### config.mk
export PLATFORM = sky130hd
export DESIGN_NAME = ppbs_regs
export DESIGN_NICKNAME = d
export VERILOG_FILES = /design/src/design/ppbs_pkg.sv /design/src/design/ppbs_regs.sv
export SDC_FILE = /design/constraint.sdc
export NUM_CORES = 1
export LEC_CHECK = 0
export BUFFER_PORTS_ARGS = -buffer_cell sky130_fd_sc_hd__buf_2
export CAP_MARGIN = 40
export CORE_MARGIN = 5
export CORE_UTILIZATION = 40
export DETAILED_ROUTE_END_ITERATION = 10
export GPL_TIMING_DRIVEN = 0
export PLACE_DENSITY = 0.78
export SYNTH_ARGS = -nofsm -noshare
export SYNTH_HDL_FRONTEND = slang
export SYNTH_SLANG_ARGS = --single-unit
### constraint.sdc
create_clock -name clk -period 1.3 [get_ports clk]
set_input_delay 0.195 -clock clk [delete_from_list [all_inputs] [get_ports clk]]
set_output_delay 0.195 -clock clk [all_outputs]
set_load 0.02 [all_outputs]
### src/design/ppbs_pkg.sv
`timescale 1ns / 1ps
package ppbs_pkg;

	localparam int FRAME_W   = 13;
	localparam int COORD_W   = 12;
	localparam int RGB_W     = 24;
	localparam int DAC_W     = 6;
	localparam int POS_W     = 14;
	localparam int APB_AW    = 3;
	localparam int APB_DW    = 32;
	localparam logic [FRAME_W-1:0] FRAME_LIMIT = 13'd4096;
	localparam logic [FRAME_W-1:0] WIDTH_RESET = 13'd640;
	localparam logic [FRAME_W-1:0] HEIGHT_RESET = 13'd480;

	// register index taken from paddr[2]
	localparam logic REG_FRAME_WIDTH  = 1'b0;
	localparam logic REG_FRAME_HEIGHT = 1'b1;

	localparam logic FUNC_PALETTE = 1'b0;
	localparam logic FUNC_PLOT    = 1'b1;

	typedef enum logic [4:0] {
		ST_IDLE   = 5'b00001,
		ST_SCALE  = 5'b00010,
		ST_ORIGIN = 5'b00100,
		ST_BASE   = 5'b01000,
		ST_EMIT   = 5'b10000
	} state_t;

	typedef struct packed {
		logic accept;
		logic calc_scale;
		logic calc_origin;
		logic calc_base;
		logic emit;
	} cmd_t;

	typedef struct packed {
		logic plot_ok;
		logic last_pix;
	} sts_t;

	// widen a 6-bit DAC value by copying its top two bits below
	function automatic logic [7:0] widen_dac(input logic [7:0] v);
		return {v[DAC_W-1:0], v[DAC_W-1:DAC_W-2]};
	endfunction

endpackage

### src/design/ppbs_regs.sv
`timescale 1ns / 1ps
module ppbs_regs
	import ppbs_pkg::*;
(
	input  logic                clk,
	input  logic                arst_n,
	input  logic                psel,
	input  logic                penable,
	input  logic                pwrite,
	input  logic [APB_AW-1:0]   paddr,
	input  logic [APB_DW-1:0]   pwdata,
	output logic [APB_DW-1:0]   prdata,
	output logic                pready,
	output logic [FRAME_W-1:0]  frame_width,
	output logic [FRAME_W-1:0]  frame_height
);

	logic [FRAME_W-1:0] width_q;
	logic [FRAME_W-1:0] height_q;
	logic [FRAME_W-1:0] wr_val;
	logic               wr_en;

	assign pready = 1'b1;
	assign wr_en  = psel && penable && pwrite && pready;
	// clamp oversized sizes so every coordinate fits in 12 bits
	assign wr_val = (pwdata[FRAME_W-1:0] > FRAME_LIMIT) ? FRAME_LIMIT : pwdata[FRAME_W-1:0];

	always_ff @(posedge clk or negedge arst_n) begin
		if (!arst_n) begin
			width_q  <= WIDTH_RESET;
			height_q <= HEIGHT_RESET;
		end else if (wr_en) begin
			unique case (paddr[2])
				REG_FRAME_WIDTH:  width_q  <= wr_val;
				REG_FRAME_HEIGHT: height_q <= wr_val;
				default:          width_q  <= width_q;
			endcase
		end
	end

	always_comb begin
		unique case (paddr[2])
			REG_FRAME_WIDTH:  prdata = {{(APB_DW-FRAME_W){1'b0}}, width_q};
			REG_FRAME_HEIGHT: prdata = {{(APB_DW-FRAME_W){1'b0}}, height_q};
			default:          prdata = '0;
		endcase
	end

	assign frame_width  = width_q;
	assign frame_height = height_q;

endmodule

==> results of run 1 <==
-- critical path: cells and delay by family (launching register included) --
kind	cells	cell delay (ns)
flops	1	0.43
mux	1	0.28
buf+inv	1	0.13
-- power by group through the flow --
stage          clock [mW]  sequential, mW  combinational, mW
2_1_floorplan           0            1.26              0.421
3_3_place_gp            0            1.09              0.905
3_5_place_dp            0            1.09              0.921
4_1_cts             0.406            1.06               1.25
5_1_grt             0.446            1.08               1.35
6_report            0.403            1.06               1.26
-- cells in the final DEF, fill, tap and decap left out, drive strengths merged --
cell         count
conb            20
nor4             3
a311oi           2
nand2           20
clkinv           1
dfstp            6
nor2            12
clkbuf           5
nand4            1
mux2            13
dlygate4sd3      1
dfrtp           20
nand4b           1
o21ai           14
mux2i           12
buf             99
-- layer usage --
layer  up-vias  routed length, um  global-route usage
met4         0                 19              0.0325
met3         2                296              0.0522
li1        603                  -                   -
met1       592               1620               0.187
met2        60               1760               0.252
met5         -                  0                   0
-- per-stage QoR --
stage          instance area, um^2  power [mW]  hold slack [ns]
6_report                      2130        2.73            0.116
5_1_grt                       2130        2.88            0.113
4_1_cts                       2110        2.71            0.114
3_5_place_dp                  1820        2.01            0.223
3_3_place_gp                  1820        1.99            0.216
2_1_floorplan                 1470        1.68           -0.101
-- layout make-up --
cell class / count / share of cell area
buffer: 25 / 0.0841
timing repair buffer: 76 / 0.241
inverter: 1 / 0.00176
multi-input combinational: 98 / 0.320
clock buffer: 4 / 0.0171
sequential: 26 / 0.309
tap: 46 / 0.0271
-- worst max path at each step --
stage,slack [ns],endpoint,cells after the start
4_1_cts,-0.04,prdata[2],2
2_1_floorplan,0.26,prdata[10],1
5_1_grt,-0.08,prdata[7],2
6_report,-0.05,prdata[2],2
3_3_place_gp,-0.08,prdata[8],4
3_5_place_dp,-0.08,prdata[6],4
-- cell families after synthesis --
logic type | share of synthesized area
and+or+nand+nor | 0.138
buffers and inverters | 0.128
muxes | 0.190
DFF | 0.468
AOI/OAI and AO/OA | 0.0712
other | 0.00534
-- registers in the layout (all words and copies together), names as in the netlist --
| name | cells |
|---|---|
| frame_width | 13 |
| frame_height | 13 |
-- repair_timing --
item / 4_1_cts / 5_1_grt
endpoints found under the hold margin: 20 / 0
endpoints found under the setup margin: 13 / 13
resized for setup: 39 / 0
hold buffers: 1 / 0
pin swaps: 0 / 0
buffers inserted: 16 / 2
==> summary.txt, run 1 <==
Status
  – Status: complete, but fails checks
  – Failing checks: setup timing

Synthesis
  – Synth Flop Type: dfrtp_1
  – Mapped Area: 1410 um^2
  – Cell taking the most area after synthesis: dfrtp_1
  – Post-synth EDFFs: 0
  – Post-synthesis sequential area ratio: 0.468
  – Synth Area per Inst: 10.7 um^2
  – Count leader, synth: buf_4
  – Synth Instances: around 130
  – Register bit total from synthesis: 26
  – Top cells by area, synth: dfrtp_1, dfstp_2, buf_4
  – Async S/R FF share, synth: 1.00
  – Synth top area share: 0.356
  – Commonest cells post-synth: buf_4, dfrtp_1, nand2_1
  – Post-synth cell types: 18
  – Ys Warns: 0

STA
  – Final slew viol count: 0
  – Period utilization: 1.03
  – PnR worst setup slack: -0.0452 ns
  – Setup violators final: 13
  – Slew headroom: 0.615
  – Total Neg Setup Slack: -0.332 ns
  – RSZ-0062 raised after global routing: yes
  – Worst slew pin tran: slightly below 0.6 ns
  – Max Freq: 743 MHz
  – Min Clock Period, post-route: 1.35 ns
  – Clk_skew: 0 ns
  – Hold Vio Cnt, Final: 0

Detailed routing
  – Initial drt markers: 80
  – Antenna-violating nets left: 0
  – Via Count: 1,257
  – Vias per inst: 4.55
  – Drt wl/cell: about 13 um
  – WL final: 3.70 mm
  – First drt pass iteration count: 4
  – Drc violations: 0

Pwr
  – Pwr Density: roughly 1300 nW/um^2
  – Logic pwr share: 0.462
  – Worst IR Drop VDD: 623 uV
  – Static Leak: 1.23 nW
  – Total net switching power: approximately 1 mW
  – Switching share of power: 0.361
  – Clk pwr share: 0.148
  – Reg power frac: 0.391
  – Int Power: 1.74 mW

Place
  – RePlAce Congestion: 0.734
  – DP HPWL: 2.59 mm
  – Placed Instances: around 250
  – # port buffers: 57
  – Setup WS pre-CTS: -0.0844 ns

Clock tree
  – Root Buffer: clkbuf_4
  – Worst-Skew Late Latency: 0.31 ns
  – CTS tree: yes
  – Worst-path clk slew: 0.14 ns
  – CTS Buffer Depth: 2
  – CTS Buf Count: 3
  – H-tree depth: 1
  – Clock sinks: 26

Finish
  – Layout overhead on the synthesized area: 51.2%
  – # fillers: 300
  – Non-filler cells, final: 276
  – Area of the multi-input gates: 681 um^2
  – N_diodes: 0
  – Layout cells sized above 1: 0.561
  – Post-Route Utilization: 0.632
  – Reg area: approximately 660 um^2
  – Layout Nets: 271

Global routing
  – Number of global-route vias before repair: 1,271
  – Largest net degree at the start of global routing: 27
  – GRT overflow: 0
  – Total Routing Usage GR: 0.151
  – Initial antenna violation count: 0
  – First-pass GRT wire length: 6.00 mm

Floorplan
  – Initial Util: 0.418
  – # rows: 21
  – Core area: between 3000 and 4000 um^2
  – Die width: 69.3 um
  – Die height: 69.3 um
  – Die footprint: 4800 um^2
  – I/O Pins: 99

Min path
  – Min-delay src: pwdata[8]
  – WHS Endpoint: frame_height[8]$_DFFE_PN1P_
  – Hold WC Path Type: in2reg
  – Worst Hold Path Cells: 3

Setup path
  – Critical Path Start: frame_width[2]$_DFFE_PN0P_
  – CP max FO: 3
  – Slowest stage cell on the critical path: dfrtp_1
  – WP data arrival: 1.15 ns
  – Type of the worst setup path: reg2out
  – Crit end category: output pin
  – Worst Reg-to-Reg Cells: 4
  – Worst path cell trace: mux2_4 > buf_6
  – Reg2Reg Launch Point: frame_height[7]$_DFFE_PN1P_
  – Critical Path Start Type: flip-flop
  – CP max stage delay: roughly 0.43 ns
  – FF-to-FF End: frame_height[7]$_DFFE_PN1P_
  – Register-to-register setup slack: around 0.34 ns
  – Critical Path RT: ~1.1 ns

Flow run
  – Max cap viols: 0
Power figures use the tool's default switching activity.
==> inputs of run 2 (changes only) <==
--- a/config.mk
+++ b/config.mk
@@ -12,6 +12,7 @@
 export DETAILED_ROUTE_END_ITERATION = 10
 export GPL_TIMING_DRIVEN = 0
 export PLACE_DENSITY = 0.78
+export SETUP_SLACK_MARGIN = 0.02
 export SYNTH_ARGS = -nofsm -noshare
 export SYNTH_HDL_FRONTEND = slang
 export SYNTH_SLANG_ARGS = --single-unit
==> run 2 against run 1 <==
The flow still finishes with violations (setup timing). Final cell count unchanged. Largest power group unchanged. Largest cell class unchanged. Worst setup slack better by 0.0011 ns. Sequential share of layout area down 0.11 points.
==> summary.txt, run 2 (same netlist as run 1, synthesis figures left out) <==
Status
  – Status: complete, but fails checks
  – Failing checks: setup timing

Place
  – DP HPWL: 2.59 mm
  – Cell Area, Placed: 1820 um^2
  – Placed Instances: 253
  – # port buffers: 57
  – RePlAce Congestion: 0.734
  – Setup WS pre-CTS: -0.0844 ns

Detailed routing
  – Antenna-violating nets left: 0
  – Drt wl/cell: around 13 um
  – WL final: 3.71 mm
  – First drt pass iteration count: 4
  – Via Count: 1,251
  – Initial drt markers: 79
  – Vias per inst: 4.53
  – Drc violations: 0

STA
  – Slew headroom: 0.615
  – Max Freq: ~740 MHz
  – Hold WS: 0.116 ns
  – Total Neg Setup Slack: -0.335 ns
  – Clk_skew: 0 ns
  – Period utilization: 1.03
  – Setup violators final: 13
  – RSZ-0062 raised after global routing: yes
  – Min Clock Period, post-route: 1.34 ns
  – PnR worst setup slack: -0.0441 ns
  – Worst slew pin tran: 0.577 ns
  – Final slew viol count: 0
  – Hold Vio Cnt, Final: 0

Finish
  – Layout cells sized above 1: 0.561
  – N_diodes: 0
  – Commonest cells after routing, fill and taps aside: buf_4, buf_2, nand2_1, conb_1, dfrtp_1
  – Post-Route Utilization: 0.635
  – Layout Nets: around 270
  – Post-route cell area: 2130 um^2
  – Layout overhead on the synthesized area: 51.8%
  – Non-filler cells, final: 276
  – # fillers: 298

Clock tree
  – Worst-Skew Late Latency: slightly above 0.3 ns
  – CTS tree: yes
  – CTS Buffer Depth: 2
  – Clock sinks: 26
  – Root Buffer: clkbuf_4
  – H-tree depth: 1
  – Worst-path clk slew: 0.14 ns
  – CTS Buf Count: 3

Setup path
  – CP max FO: 3
  – Crit end category: output pin
  – WP data arrival: 1.15 ns
  – Critical Path RT: 1.11 ns
  – Type of the worst setup path: reg2out
  – Critical Path Start Type: flip-flop

Global routing
  – Initial antenna violation count: 0
  – GRT overflow: 0
  – Number of global-route vias before repair: 1,271
  – First-pass GRT wire length: 6.00 mm
  – Met1 Use GR: 0.187
  – Total Routing Usage GR: 0.151
  – Global routing's busiest layer: met2
  – Met3 usage: 0.0522
  – Largest net degree at the start of global routing: 27
  – Grt met2 use: 0.252

Floorplan
  – Core area: 3360 um^2
  – Initial Util: 0.418
  – Die width: 69.3 um
  – Die height: 69.3 um
  – Die footprint: 4800 um^2
  – I/O Pins: 99
  – # rows: 21

Pwr
  – Pwr Total: 2.73 mW
  – Worst IR Drop VDD: ~620 uV
  – Pwr Density: 1280 nW/um^2
  – Static Leak: 1.23 nW

Flow run
  – Max cap viols: 0

Min path
  – Hold WC Path Type: in2reg
[run 2: path summary, 6_finish.rpt]
check	start	end	slack, ns	cells after the start
worst max-delay path	frame_height[7]$_DFFE_PN1P_	prdata[7]	-0.04	2
worst min-delay path	pwdata[7]	frame_height[7]$_DFFE_PN1P_	0.12	3
worst max register to register	frame_height[7]$_DFFE_PN1P_	frame_height[7]$_DFFE_PN1P_	0.33	4
worst min register to register	frame_width[9]$_DFFE_PN1P_	frame_width[9]$_DFFE_PN1P_	0.48	2
max in group asynchronous	arst_n	frame_height[7]$_DFFE_PN1P_	0.53	2
min in group asynchronous	arst_n	frame_height[12]$_DFFE_PN0P_	0.40	2
[run 2: power by group]
part           internal, mW  leakage (nW)  total [mW]  switching [mW]
logic                 0.608         0.895        1.27           0.658
registers             0.972         0.319        1.07          0.0940
clock network         0.171        0.0210       0.402           0.231
total                  1.75          1.23        2.73           0.984
[run 2: routing by layer]
layer	wire, um	vias to the layer above
met4	19	0
met5	0	-
met1	1620	585
met3	303	2
met2	1760	60
li1	-	604
[run 2: area by class of cell]
cell class              instances  area [um^2]  share of cell area
inverters                       1         3.75             0.00176
plain buffers                  25          179              0.0838
repair buffers                 76          519               0.243
multi-input cells              98          681               0.319
well taps                      46         57.6              0.0270
flip-flops and latches         26          658               0.308
clock buffers                   4         36.3              0.0170
[run 2: worst max-delay path, stage by stage (launching register included)]
cell     delay [ns]
dfstp_2        0.58
mux2_4         0.15
buf_6          0.11
[run 2: what timing repair did]
action / in CTS / in global routing
buffers inserted: 16 / 2
hold endpoints to repair: 20 / 0
gates resized for setup: 39 / 3
setup endpoints to repair: 13 / 16
hold buffers: 1 / 0
