[src/design/ppbs_pkg.sv]
`timescale 1ns / 1ps
package ppbs_pkg;

	localparam int FRAME_W   = 13;
	localparam int COORD_W   = 12;
	localparam int RGB_W     = 24;
	localparam int DAC_W     = 6;
	localparam int POS_W     = 14;
	localparam int APB_AW    = 3;
	localparam int APB_DW    = 32;
	localparam logic [FRAME_W-1:0] FRAME_LIMIT = 13'd4096;
	localparam logic [FRAME_W-1:0] WIDTH_RESET = 13'd640;
	localparam logic [FRAME_W-1:0] HEIGHT_RESET = 13'd480;

	// register index taken from paddr[2]
	localparam logic REG_FRAME_WIDTH  = 1'b0;
	localparam logic REG_FRAME_HEIGHT = 1'b1;

	localparam logic FUNC_PALETTE = 1'b0;
	localparam logic FUNC_PLOT    = 1'b1;

	typedef enum logic [4:0] {
		ST_IDLE   = 5'b00001,
		ST_SCALE  = 5'b00010,
		ST_ORIGIN = 5'b00100,
		ST_BASE   = 5'b01000,
		ST_EMIT   = 5'b10000
	} state_t;

	typedef struct packed {
		logic accept;
		logic calc_scale;
		logic calc_origin;
		logic calc_base;
		logic emit;
	} cmd_t;

	typedef struct packed {
		logic plot_ok;
		logic last_pix;
	} sts_t;

	// widen a 6-bit DAC value by copying its top two bits below
	function automatic logic [7:0] widen_dac(input logic [7:0] v);
		return {v[DAC_W-1:0], v[DAC_W-1:DAC_W-2]};
	endfunction

endpackage

[src/design/ppbs_ctrl.sv]
`timescale 1ns / 1ps
module ppbs_ctrl
	import ppbs_pkg::*;
(
	input  logic clk,
	input  logic arst_n,
	input  logic start,
	input  sts_t sts,
	output cmd_t cmd,
	output logic busy
);

	state_t state_q;
	state_t state_nxt;

	always_ff @(posedge clk or negedge arst_n) begin
		if (!arst_n) begin
			state_q <= ST_IDLE;
		end else begin
			state_q <= state_nxt;
		end
	end

	always_comb begin
		state_nxt = state_q;
		cmd       = '0;
		unique case (state_q)
			ST_IDLE: begin
				cmd.accept = start;
				// palette writes and clipped plots finish at acceptance
				if (start && sts.plot_ok) state_nxt = ST_SCALE;
			end
			ST_SCALE: begin
				cmd.calc_scale = 1'b1;
				state_nxt      = ST_ORIGIN;
			end
			ST_ORIGIN: begin
				cmd.calc_origin = 1'b1;
				state_nxt       = ST_BASE;
			end
			ST_BASE: begin
				cmd.calc_base = 1'b1;
				state_nxt     = ST_EMIT;
			end
			ST_EMIT: begin
				cmd.emit = 1'b1;
				if (sts.last_pix) state_nxt = ST_IDLE;
			end
			default: state_nxt = ST_IDLE;
		endcase
	end

	assign busy = (state_q != ST_IDLE);

endmodule

[config.mk]
export PLATFORM = sky130hd
export DESIGN_NAME = ppbs_ctrl
export DESIGN_NICKNAME = d
export VERILOG_FILES = /design/src/design/ppbs_pkg.sv /design/src/design/ppbs_ctrl.sv
export SDC_FILE = /design/constraint.sdc
export NUM_CORES = 1
export LEC_CHECK = 0
export BUFFER_PORTS_ARGS = -buffer_cell sky130_fd_sc_hd__buf_4
export CAP_MARGIN = 20
export CORE_AREA = 2 2 39 41
export DETAILED_ROUTE_END_ITERATION = 12
export DIE_AREA = 0 0 41 43
export SLEW_MARGIN = 20
export SYNTH_ARGS = -nofsm -noshare
export SYNTH_HDL_FRONTEND = slang
export SYNTH_SLANG_ARGS = --single-unit
[constraint.sdc]
create_clock -name clk -period 1.65 [get_ports clk]
set_input_delay 0.0825 -clock clk [delete_from_list [all_inputs] [get_ports clk]]
set_output_delay 0.0825 -clock clk [all_outputs]
set_load 0.01 [all_outputs]
==> results of run 1 <==
[final cells by class]
class                      instances  area, um^2
fill                             144       979.7
multi-input combinational         20       142.6
sequential                         5       126.4
timing repair buffer              11       85.08
clock buffer                       4       26.28
tap                               16       20.02
inverter                           1       3.754
[routing by layer]
| layer | share of wire | global-route usage |
|---|---|---|
| met1 | 0.43 | 0.1173 |
| met2 | 0.43 | 0.1063 |
| met3 | 0.13 | 0.09424 |
| met4 | 0 | 0.06000 |
| met5 | 0 | 0 |
[kinds of logic (layout without fill, tap and decap cells)]
| kind of cell | Yosys count | in the layout | share of synthesized area |
|---|---|---|---|
| simple gates | 17 | 17 | 0.3910 |
| compound gates | 3 | 3 | 0.1091 |
| buf+inv | 2 | 16 | 0.04091 |
| flops | 5 | 5 | 0.4591 |
[worst max-delay path, delay by kind of cell (launching register included)]
| family | cells | cell delay, ns |
|---|---|---|
| simple gates | 3 | 0.62 |
| flops | 1 | 0.44 |
| buf+inv | 1 | 0.11 |
[path summary, 6_finish.rpt]
path                                         from                endpoint  cells past startpoint
setup / recovery           state_q[2]$_DFFE_PN0P_                  cmd[4]                      4
hold / removal                             sts[1]  state_q[0]$_DFFE_PN1P_                      2
setup reg to reg           state_q[3]$_DFFE_PN0P_  state_q[0]$_DFFE_PN1P_                      3
hold reg to reg            state_q[1]$_DFFE_PN0P_  state_q[4]$_DFFE_PN0P_                      1
max in group asynchronous                  arst_n  state_q[0]$_DFFE_PN1P_                      2
min in group asynchronous                  arst_n  state_q[4]$_DFFE_PN0P_                      2
[Yosys cell counts]
| cell | instances | share of area |
|---|---|---|
| dfstp_2 | 1 | 0.095 |
| inv_1 | 1 | 0.014 |
| nor2b_1 | 1 | 0.023 |
| nand2_1 | 1 | 0.014 |
| buf_4 | 1 | 0.027 |
| nor2_1 | 3 | 0.041 |
| dfrtp_1 | 4 | 0.36 |
| a311oi_2 | 1 | 0.055 |
| nor4_1 | 1 | 0.023 |
| o311a_1 | 1 | 0.036 |
| nor3b_1 | 1 | 0.027 |
| nor3_1 | 2 | 0.036 |
| and3_1 | 3 | 0.068 |
| o21ai_0 | 1 | 0.018 |
| and3b_1 | 2 | 0.064 |
| and2_1 | 1 | 0.023 |
| and3b_2 | 2 | 0.073 |
[through the flow]
stage,hold slack (ns),instance area (um^2)
floorplan,-0.2131,275.3
global placement,-0.1154,362.8
detailed placement,-0.1144,362.8
CTS,0.003478,399.1
global route,0.005609,404.1
finish,0.01351,404.1
[repair_timing]
action | 4_1_cts | 5_1_grt
resized for setup | 0 | 1
endpoints found under the hold margin | 5 | 0
endpoints found under the setup margin | 0 | 1
hold buffers | 1 | 0
[power breakdown]
part	total [mW]	switching, mW	internal, mW
Clock	0.146	0.0540	0.0917
Combinational	0.0552	0.0241	0.0311
Sequential	0.138	0.00682	0.131
Total	0.339	0.0850	0.254
==> summary.txt, run 1 <==
Run status
  – Status: complete, no violations

Die
  – Initial core utilization: 0.1989
  – DIE WIDTH: 41 um
  – Core box area: 0.001384 mm^2
  – Die Ht: 43 um
  – Die ar.: 0.001763 mm^2
  – # IOs: 11
  – # rows: 14

CTS
  – H-tree lvl count: 1
  – Worst-Skew Late Latency: 0.25 ns
  – TritonCTS buffer count: 3
  – TritonCTS clock tree: built
  – Postcts setup bufs: 0
  – CTS Root Cell: clkbuf_4
  – Worst-path clk slew: 0.05 ns
  – Clock Path Buffers: 2
  – TritonCTS Sinks: 5

Hold path
  – Worst hold path type: in -> reg

Setup path
  – Worst setup EP type: primary output
  – CP max-delay cell: dfrtp_1
  – Crit Path Class: reg -> out
  – Worst path cell trace: nor3_2 > and3b_2 > and2_1 > buf_4
  – Critical path arrival: 1.42 ns
  – Reg2reg setup slack: 0.36 ns
  – Worst path max stage delay: 0.44 ns
  – CP Max Fanout: 8
  – Worst path required time: 1.57 ns
  – Critical Path Start Type: flop

Routing
  – WL/cell: 9.947 um
  – Initial drt markers: 1
  – DRC: 0
  – DR vias: 245
  – Vias/cell: 4.298
  – DRT Wirelength: 567 um
  – DRT Pass-1 Iters: 2
  – Final ANT Viol Nets: 0

Logic synthesis
  – Syn_nets: 32
  – Post-Syn Area per Cell: 10.19 um^2
  – Register area share after synthesis: 0.4591
  – YS warnings: 0
  – Synth unique cells: 17
  – Flops & latches, synth: 5
  – Synthesized area: 275.3 um^2
  – Mapped Cells: 27

STA
  – Final hold vios: 0
  – RSZ-0062 raised after global routing: no
  – Final setup TNS: 0 ns
  – Slew Viols, Final: 0
  – Tmin final: 1.499 ns
  – Final Skew: 0.007279 ns
  – Setup violators final: 0
  – Rel. slew slack: 0.8265
  – Period utilization: 0.9087
  – Worst-Margin Slew: 0.2592 ns
  – Final Worst Setup Slack: 0.1506 ns
  – Highest Clock Rate: 0.6669 GHz

Flow run
  – Max_cap viols: 0

Cells and area
  – Antenna diode count: 0
  – Number of flip-flops in the largest register: 5
  – Commonest non-fill, non-tap cell in the layout: buf_4
  – Fin nets: 47
  – Cell Count, Final, Fillers Out: 57
  – P&R area growth vs syn: 46.82%
  – Layout cell share with drive strength beyond 1: 0.4390
  – Finished Core Util: 0.2920
  – Most flops, register: state_q
  – Most frequent cells in the layout: 10 x buf_4, 4 x dfrtp_1, 3 x nor2_1, 3 x and3_1, 3 x clkbuf_4
  – Largest regs: state_q (5)

Power
  – Total power after layout: 338.6 uW
  – PwrDens: 837.7 mW/mm^2
  – Leak: 0.2164 nW
  – VDD IR max: 428.4 uV

Placed design
  – RD Place Congestion: 0.7246
  – Placed cell count: 52
  – Pre-CTS WS: 0.3329 ns
  – PortBufs: 10
  – Final HPWL DP: 406.3 um

Global route
  – Tot GR Track Use: 0.09778
  – Largest net degree at the start of global routing: 9
  – Grt ovf: 0
  – Vias in the first global route: 247
  – First-pass GRT wire length: 1048 um
  – Initial antenna violation count: 0
Note: power is estimated with default switching activity, not from simulation.
==> run 2: changes to the inputs <==
Clock period 1.65 ns to 1.9 ns, I/O delays scaled along.
==> summary.txt, run 2 (same netlist as run 1, synthesis figures left out) <==
Die
  – # rows: 14 (unchanged)
  – Die Ht: 43 um (unchanged)
  – DIE WIDTH: 41 um (unchanged)
  – Initial core utilization: 0.1989 (unchanged)
  – # IOs: 11 (unchanged)
  – Die ar.: 0.001763 mm^2 (unchanged)
  – Core box area: 0.001384 mm^2 (unchanged)

Cells and area
  – Most frequent cells in the layout: 10 x buf_4, 4 x dfrtp_1, 3 x nor2_1, 3 x and3_1, 3 x clkbuf_4
  – Antenna diode count: 0 (unchanged)
  – P&R area growth vs syn: 45.00%
  – Number of flip-flops in the largest register: 5 (unchanged)
  – Commonest non-fill, non-tap cell in the layout: buf_4
  – Cell Count, Final, Fillers Out: 57 (unchanged)
  – FF/Latch Area: 126.4 um^2 (unchanged)
  – Layout cell share with drive strength beyond 1: 0.4146 (-0.02439)
  – Fin nets: 47 (unchanged)
  – Fillers: 154 (+6.9%)
  – Area occupied by multi-input gates: 137.6 um^2 (-3.5%)
  – Most flops, register: state_q
  – Finished Core Util: 0.2884 (-0.003616)
  – Largest regs: state_q (5)

Hold path
  – Worst hold path type: in -> reg
  – Hold path start: start

Setup path
  – Worst setup EP type: primary output
  – Crit Path Class: reg -> out
  – Reg2reg start: state_q[3]$_DFFE_PN0P_
  – Worst path required time: 1.80 ns (+0.23 ns)
  – CP Max Fanout: 8 (unchanged)
  – Critical path arrival: 1.49 ns (+0.07 ns)
  – Critical Path Start Type: flop
  – Crit path launch: state_q[2]$_DFFE_PN0P_

Routing
  – DRT Pass-1 Iters: 1 (-1)
  – DR vias: 253 (+3.3%)
  – DRT Wirelength: 536 um (-5.5%)
  – DRC: 0 (unchanged)
  – Vias/cell: 4.439 (+3.3%)
  – WL/cell: 9.404 um (-5.5%)
  – Initial drt markers: 0 (-1)
  – Final ANT Viol Nets: 0 (unchanged)

STA
  – Final Skew: 0.002963 ns (-0.004316 ns)
  – Final hold vios: 0 (unchanged)
  – Period utilization: 0.8331
  – Highest Clock Rate: 0.6317 GHz
  – RSZ-0062 raised after global routing: no
  – Tmin final: 1.583 ns
  – Worst-Margin Slew: 0.2799 ns (+0.02070 ns)
  – Rel. slew slack: 0.8127 (-0.01385)
  – Final setup TNS: 0 ns (unchanged)
  – Setup violators final: 0 (unchanged)
  – Slew Viols, Final: 0 (unchanged)

Global route
  – Tot GR Track Use: 0.08283 (-0.01495)
  – Vias in the first global route: 256 (+3.6%)
  – First-pass GRT wire length: 952 um (-9.2%)
  – Grt ovf: 0 (unchanged)
  – Initial antenna violation count: 0 (unchanged)
  – Largest net degree at the start of global routing: 9 (unchanged)

Power
  – Pint: 219.5 uW (-13%)
  – Combinational power share: 0.167 (+0.004)
  – Switching Power: 66.39 uW (-22%)
  – Clock group share of total power: 0.416 (-0.014)
  – Part of the power in registers: 0.418 (+0.011)
  – Leak: 0.2153 nW (-0.49%)
  – PwrDens: 716.4 mW/mm^2 (-14%)
  – VDD IR max: 537.0 uV (+25%)
  – Total power after layout: 285.9 uW (-16%)
  – Sw Share: 0.2322 (-0.01881)

Placed design
  – Placed cell count: 52 (unchanged)
  – RD Place Congestion: 0.7169 (-1.1%)
  – PortBufs: 10 (unchanged)
  – Final HPWL DP: 413.3 um (+1.7%)

Flow run
  – Max_cap viols: 0 (unchanged)

Run status
  – Status: complete, no violations

CTS
  – Worst-path clk slew: 0.04 ns (about the same)
  – TritonCTS Sinks: 5 (unchanged)
  – CTS Root Cell: clkbuf_4
  – Worst-Skew Late Latency: 0.24 ns (about the same)
  – Clock Path Buffers: 2 (unchanged)
  – TritonCTS buffer count: 3 (unchanged)
  – H-tree lvl count: 1 (unchanged)
  – TritonCTS clock tree: built
## run 2: metrics by stage
step	worst slack, ns	instance area (um^2)	hold slack, ns
finish	0.3171	399.1	0.03084
global route	0.1969	399.1	0.02111
detailed placement	0.5657	362.8	-0.1022
floorplan	0.7136	275.3	-0.2006
CTS	0.2998	399.1	0.01985
global placement	0.6224	362.8	-0.1028
## run 2: power groups by stage
stage / logic, mW / registers [mW] / clock network (mW)
final: 0.0477 / 0.119 / 0.119
after global routing: 0.0523 / 0.121 / 0.134
after CTS: 0.0483 / 0.119 / 0.128
after detailed placement: 0.0464 / 0.121 / 0
after global placement: 0.0457 / 0.121 / 0
after floorplan: 0.0246 / 0.119 / 0
## run 2: final cells by class
class                   instances  area share
well taps                      16     0.05016
repair buffers                 11      0.2132
clock buffers                   4     0.06583
multi-input cells              20      0.3448
inverters                       1    0.009404
flip-flops and latches          5      0.3166
## run 2: path summary, 6_finish.rpt
check / to / slack (ns) / cells past startpoint
max: cmd[4] / 0.32 / 4
min: state_q[0]$_DFFE_PN1P_ / 0.03 / 2
max reg2reg: state_q[0]$_DFFE_PN1P_ / 0.64 / 3
min reg2reg: state_q[4]$_DFFE_PN0P_ / 0.49 / 1
max in group asynchronous: state_q[0]$_DFFE_PN1P_ / 1.51 / 2
min in group asynchronous: state_q[3]$_DFFE_PN0P_ / 0.19 / 2
## run 2: repair_timing
action                    CTS  global route
buffers inserted            0             0
hold buffers                1             0
hold endpoints to repair    5             0
gates resized for setup     0             0
## run 2: per-layer routing
| metal | part of all wire | GRT usage |
|---|---|---|
| met1 | 0.47 | 0.1049 |
| met4 | 0 | 0.04000 |
| met2 | 0.41 | 0.1000 |
| met5 | 0 | 0 |
| met3 | 0.11 | 0.06283 |
## run 2: critical path, cell delays in order, from the launching register on
cell     delay (ns)
dfrtp_1        0.43
nor3_1         0.30
and3b_2        0.28
and2_1         0.13
buf_4          0.11
